===== src/hw/rtl/lobm_pkg.sv =====
// ----------------------------------------------------------------------------
// lobm_pkg: shared definitions for the limit order book matcher
// Response codes, field widths and the pending response record.
// ----------------------------------------------------------------------------
package lobm_pkg;

  localparam int unsigned DefBookDepth = 16;

  localparam int unsigned IdW    = 32;
  localparam int unsigned PriceW = 24;
  localparam int unsigned QtyW   = 24;
  localparam int unsigned CashW  = 40;
  localparam int unsigned TimeW  = 48;
  localparam int unsigned ArrW   = 32;
  localparam int unsigned KindW  = 3;

  localparam logic [1:0] OpAdd    = 2'd0;
  localparam logic [1:0] OpCancel = 2'd1;
  localparam logic [1:0] OpModify = 2'd2;

  localparam logic [KindW-1:0] KindFilled       = 3'd0;
  localparam logic [KindW-1:0] KindPartial      = 3'd1;
  localparam logic [KindW-1:0] KindResting      = 3'd2;
  localparam logic [KindW-1:0] KindCancelled    = 3'd3;
  localparam logic [KindW-1:0] KindCancelFailed = 3'd4;
  localparam logic [KindW-1:0] KindModified     = 3'd5;
  localparam logic [KindW-1:0] KindModifyFailed = 3'd6;
  localparam logic [KindW-1:0] KindBookFull     = 3'd7;

  typedef struct packed {
    logic [KindW-1:0]  kind;
    logic [IdW-1:0]    id;
    logic              buy;
    logic              own;
    logic [QtyW-1:0]   qty;
    logic [PriceW-1:0] price;
  } resp_t;

endpackage


===== src/hw/rtl/lobm_div.sv =====
// ----------------------------------------------------------------------------
// lobm_div: iterative unsigned divider
// Restoring division, one quotient bit per cycle, cash by price.
// ----------------------------------------------------------------------------
module lobm_div
  import lobm_pkg::*;
(
  input  logic              clk_i,
  input  logic              rst_ni,
  input  logic              start_i,
  input  logic [CashW-1:0]  dividend_i,
  input  logic [PriceW-1:0] divisor_i,
  output logic              done_o,
  output logic [CashW-1:0]  quotient_o
);

  localparam int unsigned CntW = $clog2(CashW + 1);

  logic [CntW-1:0]   cnt_q;
  logic              run_q;
  logic              done_q;
  logic [CashW-1:0]  quo_q;
  logic [PriceW:0]   rem_q;
  logic [PriceW-1:0] dvs_q;
  logic [PriceW:0]   shifted;
  logic [PriceW:0]   diff;

  assign shifted = {rem_q[PriceW-1:0], quo_q[CashW-1]};
  assign diff    = shifted - {1'b0, dvs_q};

  always_ff @(posedge clk_i or negedge rst_ni) begin
    if (!rst_ni) begin
      run_q  <= 1'b0;
      done_q <= 1'b0;
      cnt_q  <= '0;
    end else begin
      done_q <= 1'b0;
      if (start_i) begin
        run_q <= 1'b1;
        cnt_q <= CntW'(CashW);
      end else if (run_q) begin
        cnt_q <= cnt_q - 1'b1;
        if (cnt_q == CntW'(1)) begin
          run_q  <= 1'b0;
          done_q <= 1'b1;
        end
      end
    end
  end

  // Shift one dividend bit into the remainder, subtract where it fits.
  always_ff @(posedge clk_i) begin
    if (start_i) begin
      quo_q <= dividend_i;
      rem_q <= '0;
      dvs_q <= divisor_i;
    end else if (run_q) begin
      if (!diff[PriceW]) begin
        rem_q <= diff;
        quo_q <= {quo_q[CashW-2:0], 1'b1};
      end else begin
        rem_q <= shifted;
        quo_q <= {quo_q[CashW-2:0], 1'b0};
      end
    end
  end

  assign done_o     = done_q;
  assign quotient_o = quo_q;

  a_done_after_run: assert property (@(posedge clk_i) disable iff (!rst_ni)
    done_q |-> $past(run_q)) else $error("divider done without run");
  a_no_start_busy: assert property (@(posedge clk_i) disable iff (!rst_ni)
    run_q && cnt_q > CntW'(1) |=> run_q) else $error("divider stopped early");
  a_start_idle: assert property (@(posedge clk_i) disable iff (!rst_ni)
    start_i |-> !run_q) else $error("divider restarted while running");

endmodule


===== src/hw/rtl/limit_order_book_matcher.sv =====
// ----------------------------------------------------------------------------
// limit_order_book_matcher: price-time priority order book
// Add, cancel and modify orders against a small resting table.
// ----------------------------------------------------------------------------
// An item is taken when start_i is high and busy_o low; busy_o then stays high
// until the cycle that carries the last response of that item, so the next item
// may be taken at the edge that takes that beat. Responses appear at most one
// beat per cycle on resp_valid_o and cannot be held off, so capture them as they
// come; last_o marks the final beat of an item, and an item that produces nothing
// (a zero quantity add or an unused opcode) produces no beat at all. The
// sequencer walks the table one entry per cycle: a cancel walks it once, an add
// once per trade attempt and once more for resting, and every trade with a cash
// cap goes through the shared divider (40 bits, one bit per cycle).
module limit_order_book_matcher
  import lobm_pkg::*;
#(
  parameter int unsigned BOOK_DEPTH = DefBookDepth
) (
  input  logic              clk_i,
  input  logic              rst_ni,
  input  logic              start_i,
  output logic              busy_o,
  input  logic [1:0]        opcode_i,
  input  logic [IdW-1:0]    order_id_i,
  input  logic              is_buy_i,
  input  logic              is_limit_i,
  input  logic [PriceW-1:0] price_i,
  input  logic              price_given_i,
  input  logic [QtyW-1:0]   quantity_i,
  input  logic              is_own_i,
  input  logic [CashW-1:0]  available_cash_i,
  input  logic [TimeW-1:0]  timestamp_i,
  output logic              resp_valid_o,
  output logic [KindW-1:0]  response_kind_o,
  output logic [IdW-1:0]    resp_order_id_o,
  output logic              resp_is_buy_o,
  output logic              resp_is_own_o,
  output logic [QtyW-1:0]   fill_qty_o,
  output logic [PriceW-1:0] fill_price_o,
  output logic [TimeW-1:0]  resp_time_o,
  output logic              last_o
);

  localparam int unsigned IdxW = (BOOK_DEPTH > 1) ? $clog2(BOOK_DEPTH) : 1;
  localparam logic [IdxW-1:0] LastIdx = IdxW'(BOOK_DEPTH - 1);

  localparam logic [3:0] StIdle   = 4'd0;
  localparam logic [3:0] StFind   = 4'd1;
  localparam logic [3:0] StFDone  = 4'd2;
  localparam logic [3:0] StCheck  = 4'd3;
  localparam logic [3:0] StScan   = 4'd4;
  localparam logic [3:0] StEval   = 4'd5;
  localparam logic [3:0] StDiv    = 4'd6;
  localparam logic [3:0] StCap    = 4'd7;
  localparam logic [3:0] StTrade  = 4'd8;
  localparam logic [3:0] StTrade2 = 4'd9;
  localparam logic [3:0] StRest   = 4'd10;
  localparam logic [3:0] StSlot   = 4'd11;
  localparam logic [3:0] StSDone  = 4'd12;
  localparam logic [3:0] StFlush  = 4'd13;

  // Book table
  logic [BOOK_DEPTH-1:0] ent_valid_q;
  logic [IdW-1:0]        ent_id_q    [BOOK_DEPTH];
  logic                  ent_buy_q   [BOOK_DEPTH];
  logic [PriceW-1:0]     ent_price_q [BOOK_DEPTH];
  logic [QtyW-1:0]       ent_qty_q   [BOOK_DEPTH];
  logic                  ent_own_q   [BOOK_DEPTH];
  logic [ArrW-1:0]       ent_arr_q   [BOOK_DEPTH];
  logic [ArrW-1:0]       arr_cnt_q;

  logic [3:0]            state_q, state_d;
  logic [IdxW-1:0]       idx_q;
  logic [BOOK_DEPTH-1:0] visited_q;

  // Latched request
  logic [1:0]        op_q;
  logic [IdW-1:0]    id_q;
  logic              buy_q, lim_q, pgiven_q, own_q;
  logic [PriceW-1:0] price_q;
  logic [QtyW-1:0]   qty_q;
  logic [CashW-1:0]  cash_q;
  logic [TimeW-1:0]  time_q;

  // Order found by id
  logic              k_v_q;
  logic [IdxW-1:0]   k_idx_q;
  logic              k_buy_q, k_own_q;
  logic [PriceW-1:0] k_price_q;

  // Best opposite entry
  logic              best_v_q;
  logic [IdxW-1:0]   best_idx_q;
  logic [PriceW-1:0] best_price_q;
  logic [ArrW-1:0]   best_arr_q;
  logic [QtyW-1:0]   best_qty_q;
  logic [IdW-1:0]    best_id_q;
  logic              best_own_q;

  logic              slot_v_q;
  logic [IdxW-1:0]   slot_idx_q;
  logic [QtyW-1:0]   q_q;
  logic              payer_q;
  logic [CashW-1:0]  prod_q;

  // Pending response, one deep so that last can be set on the final beat
  resp_t             pend_q;
  logic              pend_v_q;
  resp_t             push;
  logic              push_en;

  logic              div_start;
  logic              div_done;
  logic [CashW-1:0]  div_quo;

  // Current scan entry
  logic              cur_cand, cur_better, price_stop;
  logic [QtyW-1:0]   min_q, cap_q;
  logic              eval_payer;

  assign cur_cand = ent_valid_q[idx_q] && (ent_buy_q[idx_q] != buy_q) && !visited_q[idx_q];

  always_comb begin
    cur_better = 1'b0;
    if (!best_v_q) begin
      cur_better = 1'b1;
    end else if (ent_price_q[idx_q] == best_price_q) begin
      cur_better = ent_arr_q[idx_q] < best_arr_q;
    end else if (buy_q) begin
      cur_better = ent_price_q[idx_q] < best_price_q;
    end else begin
      cur_better = ent_price_q[idx_q] > best_price_q;
    end
  end

  assign price_stop = lim_q && (buy_q ? (price_q < best_price_q) : (price_q > best_price_q));
  assign min_q      = (qty_q < best_qty_q) ? qty_q : best_qty_q;
  assign eval_payer = buy_q ? own_q : best_own_q;
  assign cap_q      = (div_quo < {{(CashW-QtyW){1'b0}}, q_q}) ? div_quo[QtyW-1:0] : q_q;
  assign div_start  = (state_q == StEval) && best_v_q && !price_stop && eval_payer &&
                      (best_price_q != '0);

  lobm_div u_div (
    .clk_i      (clk_i),
    .rst_ni     (rst_ni),
    .start_i    (div_start),
    .dividend_i (cash_q),
    .divisor_i  (best_price_q),
    .done_o     (div_done),
    .quotient_o (div_quo)
  );

  // Sequencer and response selection
  always_comb begin
    state_d = state_q;
    push_en = 1'b0;
    push    = '0;
    unique case (state_q)
      StIdle: begin
        if (start_i) begin
          unique case (opcode_i)
            OpAdd:              state_d = StCheck;
            OpCancel, OpModify: state_d = StFind;
            default:            state_d = StIdle;
          endcase
        end
      end
      StFind:  if (idx_q == LastIdx) state_d = StFDone;
      StFDone: begin
        push_en = 1'b1;
        push.id = id_q;
        state_d = StFlush;
        if (!k_v_q) begin
          push.kind = (op_q == OpCancel) ? KindCancelFailed : KindModifyFailed;
          push.own  = own_q;
        end else begin
          push.buy = k_buy_q;
          push.own = k_own_q;
          if (op_q == OpCancel) begin
            push.kind = KindCancelled;
          end else if (qty_q == '0) begin
            push.kind = KindModifyFailed;
          end else begin
            push.kind = KindModified;
            state_d   = StCheck;
          end
        end
      end
      StCheck: state_d = (qty_q == '0) ? StRest : StScan;
      StScan:  if (idx_q == LastIdx) state_d = StEval;
      StEval: begin
        if (!best_v_q || price_stop) begin
          state_d = StRest;
        end else if (div_start) begin
          state_d = StDiv;
        end else begin
          state_d = StTrade;
        end
      end
      StDiv:   if (div_done) state_d = StCap;
      StCap: begin
        if (buy_q && div_quo == '0) begin
          state_d = StRest;
        end else if (cap_q == '0) begin
          state_d = StCheck;
        end else begin
          state_d = StTrade;
        end
      end
      StTrade: begin
        push_en    = 1'b1;
        push.kind  = (qty_q == q_q) ? KindFilled : KindPartial;
        push.id    = id_q;
        push.buy   = buy_q;
        push.own   = own_q;
        push.qty   = q_q;
        push.price = best_price_q;
        state_d    = StTrade2;
      end
      StTrade2: begin
        push_en    = 1'b1;
        push.kind  = (best_qty_q == q_q) ? KindFilled : KindPartial;
        push.id    = best_id_q;
        push.buy   = !buy_q;
        push.own   = best_own_q;
        push.qty   = q_q;
        push.price = best_price_q;
        state_d    = StCheck;
      end
      StRest:  state_d = (qty_q != '0 && lim_q) ? StSlot : StFlush;
      StSlot:  if (idx_q == LastIdx) state_d = StSDone;
      StSDone: begin
        push_en   = 1'b1;
        push.kind = slot_v_q ? KindResting : KindBookFull;
        push.id   = id_q;
        push.buy  = buy_q;
        push.own  = own_q;
        state_d   = StFlush;
      end
      StFlush: state_d = StIdle;
      default: state_d = StIdle;
    endcase
  end

  always_ff @(posedge clk_i or negedge rst_ni) begin
    if (!rst_ni) begin
      state_q      <= StIdle;
      ent_valid_q  <= '0;
      arr_cnt_q    <= '0;
      pend_v_q     <= 1'b0;
      resp_valid_o <= 1'b0;
      last_o       <= 1'b0;
    end else begin
      state_q      <= state_d;
      resp_valid_o <= 1'b0;
      last_o       <= 1'b0;
      // Drain the held beat when a newer one arrives, or on flush as last.
      if (push_en) begin
        pend_v_q     <= 1'b1;
        resp_valid_o <= pend_v_q;
      end else if (state_q == StFlush) begin
        pend_v_q     <= 1'b0;
        resp_valid_o <= pend_v_q;
        last_o       <= pend_v_q;
      end
      if (state_q == StFDone && k_v_q && (op_q == OpCancel || qty_q != '0)) begin
        ent_valid_q[k_idx_q] <= 1'b0;
      end
      if (state_q == StTrade2 && best_qty_q == q_q) begin
        ent_valid_q[best_idx_q] <= 1'b0;
      end
      if (state_q == StSDone && slot_v_q) begin
        ent_valid_q[slot_idx_q] <= 1'b1;
        arr_cnt_q               <= arr_cnt_q + 1'b1;
      end
    end
  end

  // Payload and working registers
  always_ff @(posedge clk_i) begin
    if (push_en || state_q == StFlush) begin
      response_kind_o <= pend_q.kind;
      resp_order_id_o <= pend_q.id;
      resp_is_buy_o   <= pend_q.buy;
      resp_is_own_o   <= pend_q.own;
      fill_qty_o      <= pend_q.qty;
      fill_price_o    <= pend_q.price;
      resp_time_o     <= time_q;
    end
    if (push_en) pend_q <= push;

    unique case (state_q)
      StIdle: begin
        op_q      <= opcode_i;
        id_q      <= order_id_i;
        buy_q     <= is_buy_i;
        lim_q     <= is_limit_i;
        price_q   <= price_i;
        pgiven_q  <= price_given_i;
        qty_q     <= quantity_i;
        own_q     <= is_own_i;
        cash_q    <= available_cash_i;
        time_q    <= timestamp_i;
        idx_q     <= '0;
        k_v_q     <= 1'b0;
        visited_q <= '0;
      end
      StFind: begin
        if (!k_v_q && ent_valid_q[idx_q] && ent_id_q[idx_q] == id_q) begin
          k_v_q     <= 1'b1;
          k_idx_q   <= idx_q;
          k_buy_q   <= ent_buy_q[idx_q];
          k_own_q   <= ent_own_q[idx_q];
          k_price_q <= ent_price_q[idx_q];
        end
        idx_q <= idx_q + 1'b1;
      end
      StFDone: begin
        buy_q <= k_buy_q;
        own_q <= k_own_q;
        lim_q <= 1'b1;
        if (!pgiven_q) price_q <= k_price_q;
      end
      StCheck: begin
        idx_q    <= '0;
        best_v_q <= 1'b0;
      end
      StScan: begin
        if (cur_cand && cur_better) begin
          best_v_q     <= 1'b1;
          best_idx_q   <= idx_q;
          best_price_q <= ent_price_q[idx_q];
          best_arr_q   <= ent_arr_q[idx_q];
          best_qty_q   <= ent_qty_q[idx_q];
          best_id_q    <= ent_id_q[idx_q];
          best_own_q   <= ent_own_q[idx_q];
        end
        idx_q <= idx_q + 1'b1;
      end
      StEval: begin
        visited_q[best_idx_q] <= 1'b1;
        q_q                   <= min_q;
        payer_q               <= eval_payer;
      end
      StCap:   q_q <= cap_q;
      // When the own side pays, the cap keeps q * price within the cash, so the product fits the cash width.
      StTrade: prod_q <= {{(CashW-QtyW){1'b0}}, q_q} * {{(CashW-PriceW){1'b0}}, best_price_q};
      StTrade2: begin
        qty_q                 <= qty_q - q_q;
        ent_qty_q[best_idx_q] <= best_qty_q - q_q;
        if (payer_q) cash_q <= cash_q - prod_q;
      end
      StRest: begin
        idx_q    <= '0;
        slot_v_q <= 1'b0;
      end
      StSlot: begin
        if (!slot_v_q && !ent_valid_q[idx_q]) begin
          slot_v_q   <= 1'b1;
          slot_idx_q <= idx_q;
        end
        idx_q <= idx_q + 1'b1;
      end
      StSDone: begin
        if (slot_v_q) begin
          ent_id_q[slot_idx_q]    <= id_q;
          ent_buy_q[slot_idx_q]   <= buy_q;
          ent_price_q[slot_idx_q] <= price_q;
          ent_qty_q[slot_idx_q]   <= qty_q;
          ent_own_q[slot_idx_q]   <= own_q;
          ent_arr_q[slot_idx_q]   <= arr_cnt_q;
        end
      end
      default: ;
    endcase
  end

  assign busy_o = (state_q != StIdle);

  a_idle_empty: assert property (@(posedge clk_i) disable iff (!rst_ni)
    !busy_o |-> !pend_v_q) else $error("held beat left behind at idle");
  a_last_idle: assert property (@(posedge clk_i) disable iff (!rst_ni)
    resp_valid_o && last_o |-> !busy_o) else $error("last beat while busy");
  a_fill_pair: assert property (@(posedge clk_i) disable iff (!rst_ni)
    state_q == StTrade |=> state_q == StTrade2) else $error("fill pair broken");
  a_div_wait: assert property (@(posedge clk_i) disable iff (!rst_ni)
    div_done |-> state_q == StDiv) else $error("divider result unexpected");

endmodule


===== config.mk =====
export PLATFORM = sky130hd
export DESIGN_NAME = limit_order_book_matcher
export DESIGN_NICKNAME = d
export VERILOG_FILES = /design/src/hw/rtl/lobm_pkg.sv /design/src/hw/rtl/lobm_div.sv /design/src/hw/rtl/limit_order_book_matcher.sv
export SDC_FILE = /design/constraint.sdc
export NUM_CORES = 2
export LEC_CHECK = 0
export BUFFER_PORTS_ARGS = -buffer_cell sky130_fd_sc_hd__buf_2
export CELL_PAD_IN_SITES_DETAIL_PLACEMENT = 1
export CELL_PAD_IN_SITES_GLOBAL_PLACEMENT = 1
export CORE_ASPECT_RATIO = 0.5
export CORE_MARGIN = 2
export CORE_UTILIZATION = 54
export DETAILED_ROUTE_END_ITERATION = 8
export PLACE_DENSITY = 0.86
export RECOVER_POWER = 50
export SETUP_SLACK_MARGIN = 0.4
export SYNTH_ARGS = -nofsm -noshare
export SYNTH_HDL_FRONTEND = slang
export SYNTH_SLANG_ARGS = --single-unit

===== constraint.sdc =====
create_clock -name clk_i -period 10.46 [get_ports clk_i]
set_clock_uncertainty 0.2 [all_clocks]
set_input_delay 2.615 -clock clk_i [delete_from_list [all_inputs] [get_ports clk_i]]
set_output_delay 2.615 -clock clk_i [all_outputs]
set_load 0.01 [all_outputs]

==> results.yml <==
run_status:
  status: "finished, violations left"
  violations: "max-capacitance violations, max-slew violations"
place:
  gp_congestion: 0.930
  portBuffers: 312
  hpwl_um: 229000
floorplanning:
  dieArea_um2: 232000
  floorplan.initialDensity_pct: 54.6
  io_pins: 313
  core_area_um2: 226000
  die_w_um: 680
  die_h_um: 342
  std_cell_rows: 123
clock_network:
  cts_tree: "yes"
  insertion_delay_ns: 0.95
  root_buffer: "clkbuf_16"
  postCtsHoldBufs: 0
  post_cts_buffers: 0
  clk_pin_slew_worst_paths_ns: 0.07
  cts.path.max_buffers: 4
  cts_resized: 0
  numCtsBuffers: 225
  htreeDepth: 4
  cts_sinks: 2610
timing:
  maxSlewViolCount: 1191
  timing.fmax_ghz: 0.101
  final.setup.tns_ns: 0
  rsz0062_at_grt: "no"
  timing_hold_violations_final: 0
  setup_viol: 0
  relSlewSlack_pct: -206
  timing_worst_slew_pin_value_ns: 4.59
  period_share_pct: 94.8
  fin_crit_ns: 9.92
hold_path:
  min_path_cells: 0
  holdPathEnd: "fill_qty_o[8]"
  hp-class: "reg2reg"
  min_from: "pend_q[32]"
drt:
  drt-total-wl_um: 404000
  vias: 75400
  avgRoutedWirePerCell_um: 36.3
  drtIter0Drc: 10800
  drtAntennaViolNets: 0
  vias_per_cell: 6.77
  drcViolationCount: 0
  first_pass_iters: 6
worst_setup_path:
  cp-start-kind: "flop"
  criticalPathCategory: "reg2reg"
  r2r_end: "pend_q[33]"
  cp_common_cell: "clkbuf_1"
  worstPathCellList: "clkbuf_1 > nor2_1 > nand2_1 > a21oi_1 > clkbuf_1 > or2_0 > buf_4"
  cp.required_ns: 10.72
  reg2reg_depth: 7
  slowest_stage: "or2_0"
  cpPeakStageDelay_ns: 2.60
  crit_start: "state_q[2]"
  r2r-start: "state_q[2]"
  crit_buf_inv: 3
  cp-end-kind: "flop"
  crit_family: "buffers and inverters"
  cp.arrival_ns: 10.17
  crit_fanout: 53
  rrSetupSlack_ns: 0.54
final_layout:
  n_fill_cell: 20300
  fin_util_pct: 60.1
  drive_gt1_share_pct: 17.5
  final_common_cell: "edfxtp_1"
  finalNetCount: 8943
  area_growth_pct: 10.1
  final_cell_mix: "edfxtp_1, inv_1, mux4_2, nand2_1, fa_1"
grt:
  grt_pass1_vias: 79900
  grt_use_met2_pct: 55.9
  track_usage_pct: 34.9
  grt_pass1_wl_um: 580000
  grt_busiest_layer: "met2"
  use_met3_pct: 8.39
  met1_usage_pct: 44.7
  gr-total-overflow: 0
  grt_max_degree: 144
  antenna_found_initial: 18
yosys:
  synth_top_area_share_pct: 61.3
  yosys_warnings: 0
  synthArstFlopShare_pct: 2.41
  synth_cell_types: 95
  syn_area_um2: 123000
  synth_top_area_cell: "edfxtp_1"
  synth_top_flop_cell: "edfxtp_1"
  ys_seq_area_share_pct: 63.1
  synth_top_family_by_area: "multiplexers"
  synth_fa_ha_area_share_pct: 11.2
  synth_edf_count: 2519
  synth_area_per_cell_um2: 16.2
  ys_ff_latch: 2610
  synth.mux.area_fraction_pct: 11.8
  yosys.area_share.xor_xnor_pct: 1.48
  mappedNetlistNets: 8597
  yosys.area_share.simple_pct: 5.24
  synthTopCellsByArea: "edfxtp_1, mux4_2, fa_1"
  synthCells: 7591
  synth_compound_area_share_pct: 3.93
flow_run:
  cap_violations: 31
worst max-delay path by stage:
| stage | endpoint | depth (start not counted) |
|---|---|---|
| 3_5_place_dp | prod_q[39] | 25 |
| 2_1_floorplan | best_v_q | 16 |
| 3_3_place_gp | prod_q[37] | 24 |
| 6_report | pend_q[33] | 7 |
| 5_1_grt | pend_q[32] | 7 |
| 4_1_cts | prod_q[37] | 24 |
synth_stat cells (44+ instances only):
cell	number
edfxtp_1	2519
inv_1	727
mux4_2	580
nand2_1	527
fa_1	460
nor2_1	455
ha_1	369
clkbuf_1	214
a21oi_1	175
o21ai_0	166
xnor2_1	147
a21o_1	100
mux2i_1	96
nor3_1	86
dfrtp_1	63
xor2_1	58
buf_2	56
nand4_1	55
nand3_1	51
and2_1	50
buf_1	47
nand2b_1	45
mux2_2	44
state kept, by name, indices dropped and copies added (netlist names), 40 cells and up, named ones only:
signal            cells
cash_q               40
ent_arr_q           512
ent_id_q            512
ent_price_q         384
ent_qty_q           384
pend_q               85
prod_q               40
resp_time_o          48
time_q               48
u_div.quotient_o     40
cell type report:
| class | count | area [um^2] | share of cell area, % |
|---|---|---|---|
| Sequential cell | 2610 | 77800 | 57.3 |
| Multi-Input combinational cell | 3924 | 41700 | 30.7 |
| Clock buffer | 270 | 5870 | 4.32 |
| Tap cell | 3000 | 3750 | 2.76 |
| Inverter | 732 | 2750 | 2.02 |
| Timing Repair Buffer | 444 | 2470 | 1.82 |
| Clock inverter | 138 | 1500 | 1.11 |
| Antenna cell | 9 | 22.5 | 0.0166 |
cells by family after synthesis:
group | count (synthesis)
xor+xnor | 206
buf+inv | 1057
flops | 2610
compound gates | 730
mux | 720
fa+ha+maj | 829
simple gates | 1439
through the flow:
| stage | std cells | area [um^2] | hold WS, ns | setup WS [ns] |
|---|---|---|---|---|
| after floorplan | 7591 | 123000 | 0.200 | 2.48 |
| after global placement | 10700 | 129000 | 0.200 | 2.00 |
| after detailed placement | 10700 | 129000 | 0.205 | 1.89 |
| after CTS | 11100 | 136000 | 0.208 | 1.84 |
| after global routing | 11100 | 136000 | 0.203 | 0.804 |
| final | 11100 | 136000 | 0.194 | 0.543 |
metal layers:
layer / vias to the layer above / share of wire (%)
li1: 29000 / -
met1: 38400 / 34
met2: 6303 / 47
met3: 1663 / 12
met4: 16 / 6.5
met5: - / 0.032
Power is left out: the tool's default activity adds up to more than one toggle a clock period on the data nets, which glitch-free logic cannot reach.
